--- src/rtl/ovle_pkg.sv ---
// ----------------------------------------------------------------------------
// ovle_pkg: shared types and constants for the ordered value list engine
// Command codes, result status codes, sequencer states and list defaults.
// ----------------------------------------------------------------------------
package ovle_pkg;

  // default list capacity
  localparam int unsigned DEPTH = 16;

  // payload widths
  localparam int unsigned VALUE_W  = 32;
  localparam int unsigned CMD_W    = 2;
  localparam int unsigned STATUS_W = 2;

  // command codes
  typedef enum logic [CMD_W-1:0] {
    CMD_APPEND    = 2'd0,
    CMD_REMOVE    = 2'd1,
    CMD_DUMP_HEAD = 2'd2,
    CMD_DUMP_TAIL = 2'd3
  } cmd_e;

  // result status codes
  typedef enum logic [STATUS_W-1:0] {
    ST_OK        = 2'd0,
    ST_NOT_FOUND = 2'd1,
    ST_EMPTY     = 2'd2,
    ST_FULL      = 2'd3
  } status_e;

  // sequencer states
  typedef enum logic [2:0] {
    S_IDLE     = 3'd0,
    S_RESP     = 3'd1,
    S_SRCH_RD  = 3'd2,
    S_SRCH_CMP = 3'd3,
    S_SHIFT_RD = 3'd4,
    S_SHIFT_WR = 3'd5,
    S_DUMP_RD  = 3'd6,
    S_DUMP_OUT = 3'd7
  } state_e;

endpackage

--- src/rtl/ordered_value_list_engine.sv ---
// ----------------------------------------------------------------------------
// ordered_value_list_engine: ordered list of signed 32-bit values
// Append at tail, remove first match from head, dump from head or tail.
// Values live packed in a single-port-write, registered-read memory; one
// shared compare/read step runs per cycle under a small sequencer.
// ----------------------------------------------------------------------------
// Sequence: append or an empty list goes to its status word; remove reads
//   and compares each entry searched, then reads and writes down each entry
//   behind the match; a dump reads each word from the registered-read memory.
// Throughput: one command at a time; a new word is taken once the last
//   word of the previous command sits in the output register.
// Reset: the list is empty (count cleared); memory contents are not cleared.

module ordered_value_list_engine #(
  parameter int unsigned DEPTH = ovle_pkg::DEPTH
) (
  input  logic                                 clk_i,
  input  logic                                 rst_ni,
  // input channel
  input  logic                                 in_valid_i,
  output logic                                 in_stall_o,
  input  logic [ovle_pkg::CMD_W-1:0]           cmd_i,
  input  logic signed [ovle_pkg::VALUE_W-1:0]  item_value_i,
  // output channel
  output logic                                 out_valid_o,
  input  logic                                 out_stall_i,
  output logic signed [ovle_pkg::VALUE_W-1:0]  out_value_o,
  output logic [ovle_pkg::STATUS_W-1:0]        status_o,
  output logic                                 last_o
);

  localparam int unsigned AW = (DEPTH > 1) ? $clog2(DEPTH) : 1;
  localparam int unsigned CW = $clog2(DEPTH + 1);
  localparam int unsigned VW = ovle_pkg::VALUE_W;

  // sequencer and list state
  ovle_pkg::state_e  state_q, state_d;
  logic [CW-1:0]     count_q, count_d;
  logic [AW-1:0]     idx_q, idx_d;
  logic [VW-1:0]     key_q, key_d;
  logic              back_q, back_d;
  ovle_pkg::status_e resp_q, resp_d;

  // memory ports
  logic [VW-1:0] mem_q [DEPTH];
  logic [VW-1:0] rd_data_q;
  logic          rd_en, wr_en;
  logic [AW-1:0] rd_addr, wr_addr;
  logic [VW-1:0] wr_data;

  // output register
  logic                     out_valid_q, out_valid_d;
  logic [VW-1:0]            out_value_q;
  ovle_pkg::status_e        out_status_q;
  logic                     out_last_q;
  logic                     out_load;
  logic [VW-1:0]            load_value;
  ovle_pkg::status_e        load_status;
  logic                     load_last;

  logic          accept;
  logic          out_free;
  logic [CW-1:0] idx_nx;
  logic          dump_last;

  assign in_stall_o = (state_q != ovle_pkg::S_IDLE);
  assign accept     = in_valid_i && !in_stall_o;
  assign out_free   = !out_valid_q || !out_stall_i;
  assign idx_nx     = CW'(idx_q) + CW'(1);
  assign dump_last  = back_q ? (idx_q == '0) : (idx_nx == count_q);

  // next state and datapath control
  always_comb begin
    state_d     = state_q;
    count_d     = count_q;
    idx_d       = idx_q;
    key_d       = key_q;
    back_d      = back_q;
    resp_d      = resp_q;
    rd_en       = 1'b0;
    rd_addr     = idx_q;
    wr_en       = 1'b0;
    wr_addr     = idx_q;
    wr_data     = rd_data_q;
    out_load    = 1'b0;
    load_value  = '0;
    load_status = resp_q;
    load_last   = 1'b1;
    case (state_q)
      ovle_pkg::S_IDLE: begin
        if (accept) begin
          case (ovle_pkg::cmd_e'(cmd_i))
            ovle_pkg::CMD_APPEND: begin
              state_d = ovle_pkg::S_RESP;
              if (count_q == CW'(DEPTH)) begin
                resp_d = ovle_pkg::ST_FULL;
              end else begin
                wr_en   = 1'b1;
                wr_addr = count_q[AW-1:0];
                wr_data = item_value_i;
                count_d = count_q + CW'(1);
                resp_d  = ovle_pkg::ST_OK;
              end
            end
            ovle_pkg::CMD_REMOVE: begin
              if (count_q == '0) begin
                resp_d  = ovle_pkg::ST_EMPTY;
                state_d = ovle_pkg::S_RESP;
              end else begin
                key_d   = item_value_i;
                idx_d   = '0;
                state_d = ovle_pkg::S_SRCH_RD;
              end
            end
            default: begin
              // both dump directions
              if (count_q == '0) begin
                resp_d  = ovle_pkg::ST_EMPTY;
                state_d = ovle_pkg::S_RESP;
              end else begin
                back_d  = (cmd_i == ovle_pkg::CMD_DUMP_TAIL);
                idx_d   = (cmd_i == ovle_pkg::CMD_DUMP_TAIL)
                          ? AW'(count_q - CW'(1)) : '0;
                state_d = ovle_pkg::S_DUMP_RD;
              end
            end
          endcase
        end
      end
      ovle_pkg::S_RESP: begin
        // single word: status only
        if (out_free) begin
          out_load = 1'b1;
          state_d  = ovle_pkg::S_IDLE;
        end
      end
      ovle_pkg::S_SRCH_RD: begin
        rd_en   = 1'b1;
        state_d = ovle_pkg::S_SRCH_CMP;
      end
      ovle_pkg::S_SRCH_CMP: begin
        if (rd_data_q == key_q) begin
          state_d = ovle_pkg::S_SHIFT_RD;
        end else if (idx_nx == count_q) begin
          resp_d  = ovle_pkg::ST_NOT_FOUND;
          state_d = ovle_pkg::S_RESP;
        end else begin
          idx_d   = idx_nx[AW-1:0];
          state_d = ovle_pkg::S_SRCH_RD;
        end
      end
      ovle_pkg::S_SHIFT_RD: begin
        // close the gap one entry at a time
        if (idx_nx >= count_q) begin
          count_d = count_q - CW'(1);
          resp_d  = ovle_pkg::ST_OK;
          state_d = ovle_pkg::S_RESP;
        end else begin
          rd_en   = 1'b1;
          rd_addr = idx_nx[AW-1:0];
          state_d = ovle_pkg::S_SHIFT_WR;
        end
      end
      ovle_pkg::S_SHIFT_WR: begin
        wr_en   = 1'b1;
        idx_d   = idx_nx[AW-1:0];
        state_d = ovle_pkg::S_SHIFT_RD;
      end
      ovle_pkg::S_DUMP_RD: begin
        rd_en   = 1'b1;
        state_d = ovle_pkg::S_DUMP_OUT;
      end
      ovle_pkg::S_DUMP_OUT: begin
        if (out_free) begin
          out_load    = 1'b1;
          load_value  = rd_data_q;
          load_status = ovle_pkg::ST_OK;
          load_last   = dump_last;
          if (dump_last) begin
            state_d = ovle_pkg::S_IDLE;
          end else begin
            idx_d   = back_q ? (idx_q - AW'(1)) : idx_nx[AW-1:0];
            state_d = ovle_pkg::S_DUMP_RD;
          end
        end
      end
      default: begin
        state_d = ovle_pkg::S_IDLE;
      end
    endcase
  end

  // control registers
  always_ff @(posedge clk_i or negedge rst_ni) begin
    if (!rst_ni) begin
      state_q     <= ovle_pkg::S_IDLE;
      count_q     <= '0;
      out_valid_q <= 1'b0;
    end else begin
      state_q     <= state_d;
      count_q     <= count_d;
      out_valid_q <= out_valid_d;
    end
  end

  // working registers
  always_ff @(posedge clk_i) begin
    idx_q  <= idx_d;
    key_q  <= key_d;
    back_q <= back_d;
    resp_q <= resp_d;
  end

  // list memory, registered read
  always_ff @(posedge clk_i) begin
    if (wr_en) begin
      mem_q[wr_addr] <= wr_data;
    end
    if (rd_en) begin
      rd_data_q <= mem_q[rd_addr];
    end
  end

  // output word register
  always_comb begin
    if (out_load) begin
      out_valid_d = 1'b1;
    end else if (!out_stall_i) begin
      out_valid_d = 1'b0;
    end else begin
      out_valid_d = out_valid_q;
    end
  end

  always_ff @(posedge clk_i) begin
    if (out_load) begin
      out_value_q  <= load_value;
      out_status_q <= load_status;
      out_last_q   <= load_last;
    end
  end

  assign out_valid_o = out_valid_q;
  assign out_value_o = out_value_q;
  assign status_o    = out_status_q;
  assign last_o      = out_last_q;

  // checks
  a_count_bound: assert property (@(posedge clk_i) disable iff (!rst_ni)
    count_q <= CW'(DEPTH))
    else $error("list count above capacity");

  a_err_single: assert property (@(posedge clk_i) disable iff (!rst_ni)
    out_valid_o && (status_o != ovle_pkg::ST_OK) |-> last_o && (out_value_o == '0))
    else $error("error word not final or carries a value");

  a_accept_busy: assert property (@(posedge clk_i) disable iff (!rst_ni)
    accept |=> (state_q != ovle_pkg::S_IDLE))
    else $error("accepted word did not start a command");

  a_search_idx: assert property (@(posedge clk_i) disable iff (!rst_ni)
    (state_q == ovle_pkg::S_SRCH_CMP) || (state_q == ovle_pkg::S_SRCH_RD)
    |-> (CW'(idx_q) < count_q))
    else $error("search index beyond list tail");

endmodule

--- config.mk ---
export PLATFORM = sky130hd
export DESIGN_NAME = ordered_value_list_engine
export DESIGN_NICKNAME = d
export VERILOG_FILES = /design/src/rtl/ovle_pkg.sv /design/src/rtl/ordered_value_list_engine.sv
export SDC_FILE = /design/constraint.sdc
export NUM_CORES = 1
export LEC_CHECK = 0
export BUFFER_PORTS_ARGS = -buffer_cell sky130_fd_sc_hd__buf_2
export CAP_MARGIN = 20
export CELL_PAD_IN_SITES_DETAIL_PLACEMENT = 0
export CELL_PAD_IN_SITES_GLOBAL_PLACEMENT = 2
export CORE_MARGIN = 3
export CORE_UTILIZATION = 50
export CTS_CLUSTER_SIZE = 30
export DETAILED_ROUTE_END_ITERATION = 12
export PLACE_DENSITY_LB_ADDON = 0.2
export SLEW_MARGIN = 30
export SYNTH_ARGS = -nofsm -noshare
export SYNTH_HDL_FRONTEND = slang
export SYNTH_SLANG_ARGS = --single-unit
--- constraint.sdc ---
create_clock -name clk_i -period 6.89 [get_ports clk_i]
set_input_delay 2.067 -clock clk_i [delete_from_list [all_inputs] [get_ports clk_i]]
set_output_delay 2.067 -clock clk_i [all_outputs]
set_load 0.02 [all_outputs]
Word-level counts from Yosys, hierarchy flattened
Memories as Yosys holds them, arrays and structs flattened. A register that Yosys moved wholly into a read port is not among the register bits.
Cells that the tools add are included.
{"block": "classes", "n_addsub": 4, "n_lt_le_gt_ge": 1, "n_eq_ne": 26, "n_mux": 60, "bitwise_logic": 2, "reduce_logical": 23}
{"cell": "32-bit two-way mux", "count": 4}
{"cell": "4-bit two-way mux", "count": 15}
{"cell": "32-bit equality test", "count": 1}
{"cell": "3-bit one-hot mux with 8 select lines", "count": 1}
{"cell": "2-bit two-way mux", "count": 11}
{"cell": "2-bit inequality test (second input constant)", "count": 11}
{"cell": "3-bit two-way mux", "count": 7}
{"cell": "5-bit two-way mux", "count": 4}
{"cell": "4-bit one-hot mux with 4 select lines", "count": 1}
{"cell": "3-bit equality test (second input constant)", "count": 4}
{"cell": "1-bit two-way mux", "count": 11}
{"cell": "5-bit one-hot mux with 2 select lines", "count": 1}
{"cell": "4-bit one-hot mux with 2 select lines", "count": 1}
{"cell": "4-bit AND reduction", "count": 2}
{"cell": "8-bit AND reduction", "count": 1}
{"cell": "3-bit by 2-bit equality test with 1-bit output (second input constant)", "count": 2}
{"cell": "2-bit one-hot mux with 3 select lines", "count": 1}
{"cell": "3-bit one-hot mux with 2 select lines", "count": 1}
{"cell": "6-bit AND reduction", "count": 1}
{"cell": "3-bit nonzero test", "count": 2}
{"cell": "2-bit OR reduction", "count": 3}
{"cell": "4-bit by 1-bit adder with 5-bit output (second input constant)", "count": 1}
{"cell": "5-bit by 1-bit adder with 5-bit output (second input constant)", "count": 1}
{"cell": "5-bit equality test", "count": 1}
{"cell": "other kinds (23)", "count": 28}
{"block": "word_totals", "regBits": 83, "ramBits": 512, "input_bits": 38, "n_memories": 1}
{"name": "mem_q", "depth": 16, "word_bits": 32, "read_ports": 1, "rd_clocked_by_memory_dff": 1, "write_ports": 1, "line_no": "ordered_value_list_engine.sv:45", "source": "logic [VW-1:0] mem_q [DEPTH];"}

Logic depth before layout (Yosys ltp)
{"block": "depth", "depth_word": 7, "depth_mapped": 16, "depth_no_buf": 12}

Worst setup path before layout
No wires, ideal clock.
{"block": "synth_timing", "path_type": "input -> register", "start": "in cmd_i[1] in the netlist's numbering", "end": "mem mem_q[1][0] in the netlist's numbering (enable)", "setup_time_ns": 0.421, "arrival_time_ns": 4.593, "setup_slack_ns": 1.876, "cell_stages": 7, "n_path_buf": 2, "path_cell_list": "nor2_1 a21boi_1 and2_1 clkbuf_1 buf_2 a32oi_1 nor2_1"}
{"block": "synth_via", "elab_chain_cells": 6, "elab_cells_between_ends": 9, "classes_between": "mux: 8; reduce/logical: 1"}
{"element": "start, declared", "line_no": "ordered_value_list_engine.sv:22", "source": "input logic [ovle_pkg::CMD_W-1:0] cmd_i,"}
{"element": "2-bit logical NOT (*)", "line_no": "ordered_value_list_engine.sv:92", "source": "case (ovle_pkg::cmd_e'(cmd_i))"}
{"element": "1-bit two-way mux", "line_no": "ordered_value_list_engine.sv:92"}
{"element": "1-bit two-way mux", "line_no": "ordered_value_list_engine.sv:91", "source": "if (accept) begin"}
{"element": "1-bit one-hot mux with 2 select lines", "line_no": "ordered_value_list_engine.sv:89", "source": "case (state_q)"}
{"element": "1-bit two-way mux", "line_no": "ordered_value_list_engine.sv:216", "source": "if (wr_en) begin"}
{"element": "1-bit two-way mux (implied by the code)", "line_no": "ordered_value_list_engine.sv:217", "source": "mem_q[wr_addr] <= wr_data;"}
{"element": "end, declared", "line_no": "ordered_value_list_engine.sv:45"}
Mark *: on every way between the ends. The rest lies on a longest branch, timed or not.

Worst setup path after layout
{"block": "layout_timing", "start": "reg idx_q[1]", "end": "reg rd_data_q[25] (read register of mem_q), data pin"}
{"block": "layout_via", "elab_chain_cells": 4, "elab_cells_between_ends": 6, "classes_between": "add/sub: 1; order compare: 1; mux: 4"}
{"element": "start, declared", "line_no": "ordered_value_list_engine.sv:39", "source": "logic [AW-1:0] idx_q, idx_d;"}
{"element": "start signal, assigned", "line_no": "ordered_value_list_engine.sv:208", "source": "idx_q <= idx_d;"}
{"element": "4-bit by 1-bit adder with 5-bit output", "line_no": "ordered_value_list_engine.sv:69", "source": "assign idx_nx = CW'(idx_q) + CW'(1);"}
{"element": "5-bit greater-or-equal comparator", "line_no": "ordered_value_list_engine.sv:154", "source": "if (idx_nx >= count_q) begin"}
{"element": "1-bit two-way mux or 4-bit two-way mux (tied branches)", "line_no": "ordered_value_list_engine.sv:154"}
{"element": "1-bit one-hot mux with 2 select lines or 4-bit two-way mux (tied branches)", "line_no": "ordered_value_list_engine.sv:89"}
{"element": "end, declared", "line_no": "ordered_value_list_engine.sv:46", "source": "logic [VW-1:0] rd_data_q;"}
Parallel ways exist; a longest one is shown, timed or not.
A chain may end at the register's enable or synchronous reset.

==> flow_summary.yaml <==
status:
  status: "completed"
critical_path:
  cp_max_fo: 50
  r2r_slack_ns: 1.87
  critical_path_class: "reg2reg"
  reg2reg_depth: 12
  arrival_ns: 5.47
  start_kind: "flip-flop"
  crit_required_ns: 7.33
  endpoint_kind: "flip-flop"
timing:
  rsz0062_at_grt: "no"
  slew_headroom_pct: 34.06
  worst_pin_slew_ns: 0.9845
  max_freq_mhz: 199.2
  setup_viol: 0
  finClkSkew_ns: 0.02186
  hold_viol_final: 0
  fin_tns_setup_ns: 0
  slew_violations: 0
  timing.final.crit_share_pct: 72.86
  period_minus_slack_ns: 5.020
clock_tree:
  cts.sinks: 627
  clk_pin_slew_ns: 0.06
  h-tree-depth: 3
  root_buffer: "clkbuf_16"
  cts_tree: "done"
  cts_resized: 0
  clock_latency_ns: 0.62
  cts_hold_buffers: 0
  numCtsBuffers: 68
  cts_buffer_depth: 3
  post_cts_buffers: 0
power_and_ir_drop:
  vdd_drop_max_mv: 0.4226
  power_frac_clock_pct: 22.4
  leakagePower_nw: 10.10
  netSwitchingPower_mw: 6.320
  p_int_mw: 9.420
  power_frac_seq_pct: 35.3
  p_comb_share_pct: 42.3
  power_mw: 15.74
  p_per_area_mw_per_mm2: 498.1
  swShare_pct: 40.15
floorplanning:
  die_w_um: 242.4
  start_util_pct: 50.62
  ios: 75
  die_h_um: 242.4
  num_rows: 86
  die_area_mm2: 0.05876
  core_area_mm2: 0.05520
placement:
  io_buffers: 74
  routabilityCongestion: 0.8289
  hpwl_mm: 50.58
  dp_cells: 2631
drt:
  vias: 18320
  firstDrtPassIters: 5
  route.detailed.drc: 0
  routedWlPerCell_um: 30.54
  drtIter0Drc: 2193
  drt-total-wl_mm: 84.10
  vias_per_cell: 6.651
  ant_nets: 0
yosys:
  ys_ff_latch: 627
  ys.flop_type: "edfxtp_1"
  yosys-top-cells-count: "618 x edfxtp_1, 167 x o22ai_1, 129 x mux2_2"
  async_flop_share_pct: 1.435
  yosysMostFrequentCell: "edfxtp_1"
  synth_edf_count: 618
  synth.yosys.warnings: 0
  synthCells: 1903
  syn-mean-instance-area_um2: 14.68
  netlist_area_mm2: 0.02794
  synth_area_leaders: "edfxtp_1 66%, mux2_2 5.2%, o22ai_1 3.7%"
  synth_top_area_share_pct: 66.41
  syn-num-nets: 1950
  synth_cell_types: 71
  seq_area_frac_synth_pct: 67.22
  yosys.area.top_type: "edfxtp_1"
cells_and_area:
  fill_cells: 4318
  nets: 2003
  final_core_util_pct: 57.25
  instances_no_fill: 2754
  areaGrowthSynthToFinish_pct: 13.09
  diodes: 0
  final_layout_size_suffix_gt1_share_pct: 22.08
global_routing:
  grt_max_degree: 72
  grt_usage_pct: 28.39
  antenna_found_initial: 2
  grt_pass1_wl_mm: 122.2
  grt_overflow: 0
  first_global_vias: 18040
min_path:
  hp-class: "reg2reg"
  hold_depth: 1
run:
  cap_violations: 0
==> layout by cell type, fill, tap and decap left out, types with 15 or more instances in the layout <==
master     instances
edfxtp_1         618
o22ai_1          166
mux2_2           129
nor2_1            91
o221ai_1          81
buf_2             74
clkbuf_16         71
a21oi_1           68
and2_1            48
buf_4             48
nand2_1           47
nor3_1            39
o21ai_0           37
xor2_1            33
mux4_2            33
mux2i_1           28
a2111oi_0         23
or3_1             22
o22a_1            21
nor2_4            19
nor2b_1           17
nor4_1            17
inv_1             15
clkinv_2          15
==> flip-flops by register name, summed over array words and instances, names as in the netlist <==
| name | count |
|---|---|
| idx_q | 4 |
| status_o | 2 |
| rd_data_q | 32 |
| count_q | 5 |
| key_q | 32 |
| resp_q | 2 |
| last_o | 1 |
| mem_q | 512 |
| back_q | 1 |
| out_value_o | 32 |
| state_q | 3 |
| out_valid_o | 1 |
==> per-layer routing <==
metal  vias up  track usage, %  routed length [µm]
met3       188           6.630                7414
met2       866           43.22               37910
met4         4           10.17                2929
met1      9399           40.28               35820
li1       7861               -                   -
met5         -               0                  27
==> cell type report <==
class                           count  area (µm²)  area share (%)
Timing Repair Buffer              135        1016           3.215
Clock inverter                     36       301.5          0.9542
Inverter                           16       60.06          0.1901
Multi-Input combinational cell   1108        8678           27.46
Clock buffer                       84        1826           5.777
Sequential cell                   627       18780           59.44
Tap cell                          748       935.9           2.962
==> worst max-delay path, cell delays in order, from the launching register on <==
cell and delay, ns:
edfxtp_1 0.46, buf_4 0.49, ha_1 0.48, xor2_1 0.25
ha_1 0.30, a21oi_1 0.24, o21a_1 0.33, o41a_1 0.62
o21a_2 0.50, buf_4 0.57, o22ai_1 0.14, or3_1 0.36
o211ai_1 0.08
==> path summary, 6_finish.rpt <==
| path | start | to |
|---|---|---|
| worst min-delay path | resp_q[0] | status_o[0] |
| worst max register to register | idx_q[1] | rd_data_q[25] |
| max in group asynchronous | rst_ni | count_q[1] |
| worst max-delay path | idx_q[1] | rd_data_q[25] |
| worst min register to register | resp_q[0] | status_o[0] |
| min in group asynchronous | rst_ni | out_valid_o |
==> through the flow <==
step                      worst slack (ns)  hold WS [ns]  instance area, µm²
after global routing                 1.627        0.5773               31600
after global placement               1.535        0.5361               29230
after detailed placement             1.462        0.5298               29370
final                                1.870        0.5417               31600
after CTS                            1.929        0.5481               31500
after floorplan                      1.876        0.5091               27940
==> power by group through the flow <==
stage,clock network (mW),logic [mW],registers [mW]
2_1_floorplan,0,4.14,5.58
3_3_place_gp,0,6.43,5.62
3_5_place_dp,0,6.56,5.62
4_1_cts,3.57,6.58,5.55
5_1_grt,3.72,7.08,5.60
6_report,3.52,6.66,5.56
==> logic make-up (layout without fill, tap and decap cells) <==
kind of cell	Yosys count	in the layout	synth area share [%]
and+or+nand+nor	355	355	6.524
AOI/OAI and AO/OA	510	510	12.94
DFF	627	627	67.22
buffers and inverters	168	271	2.660
adders and majority gates	9	9	0.4030
xor gates and xnor gates	42	42	1.316
muxes	192	192	8.933
(Power assumes the default switching activity.)
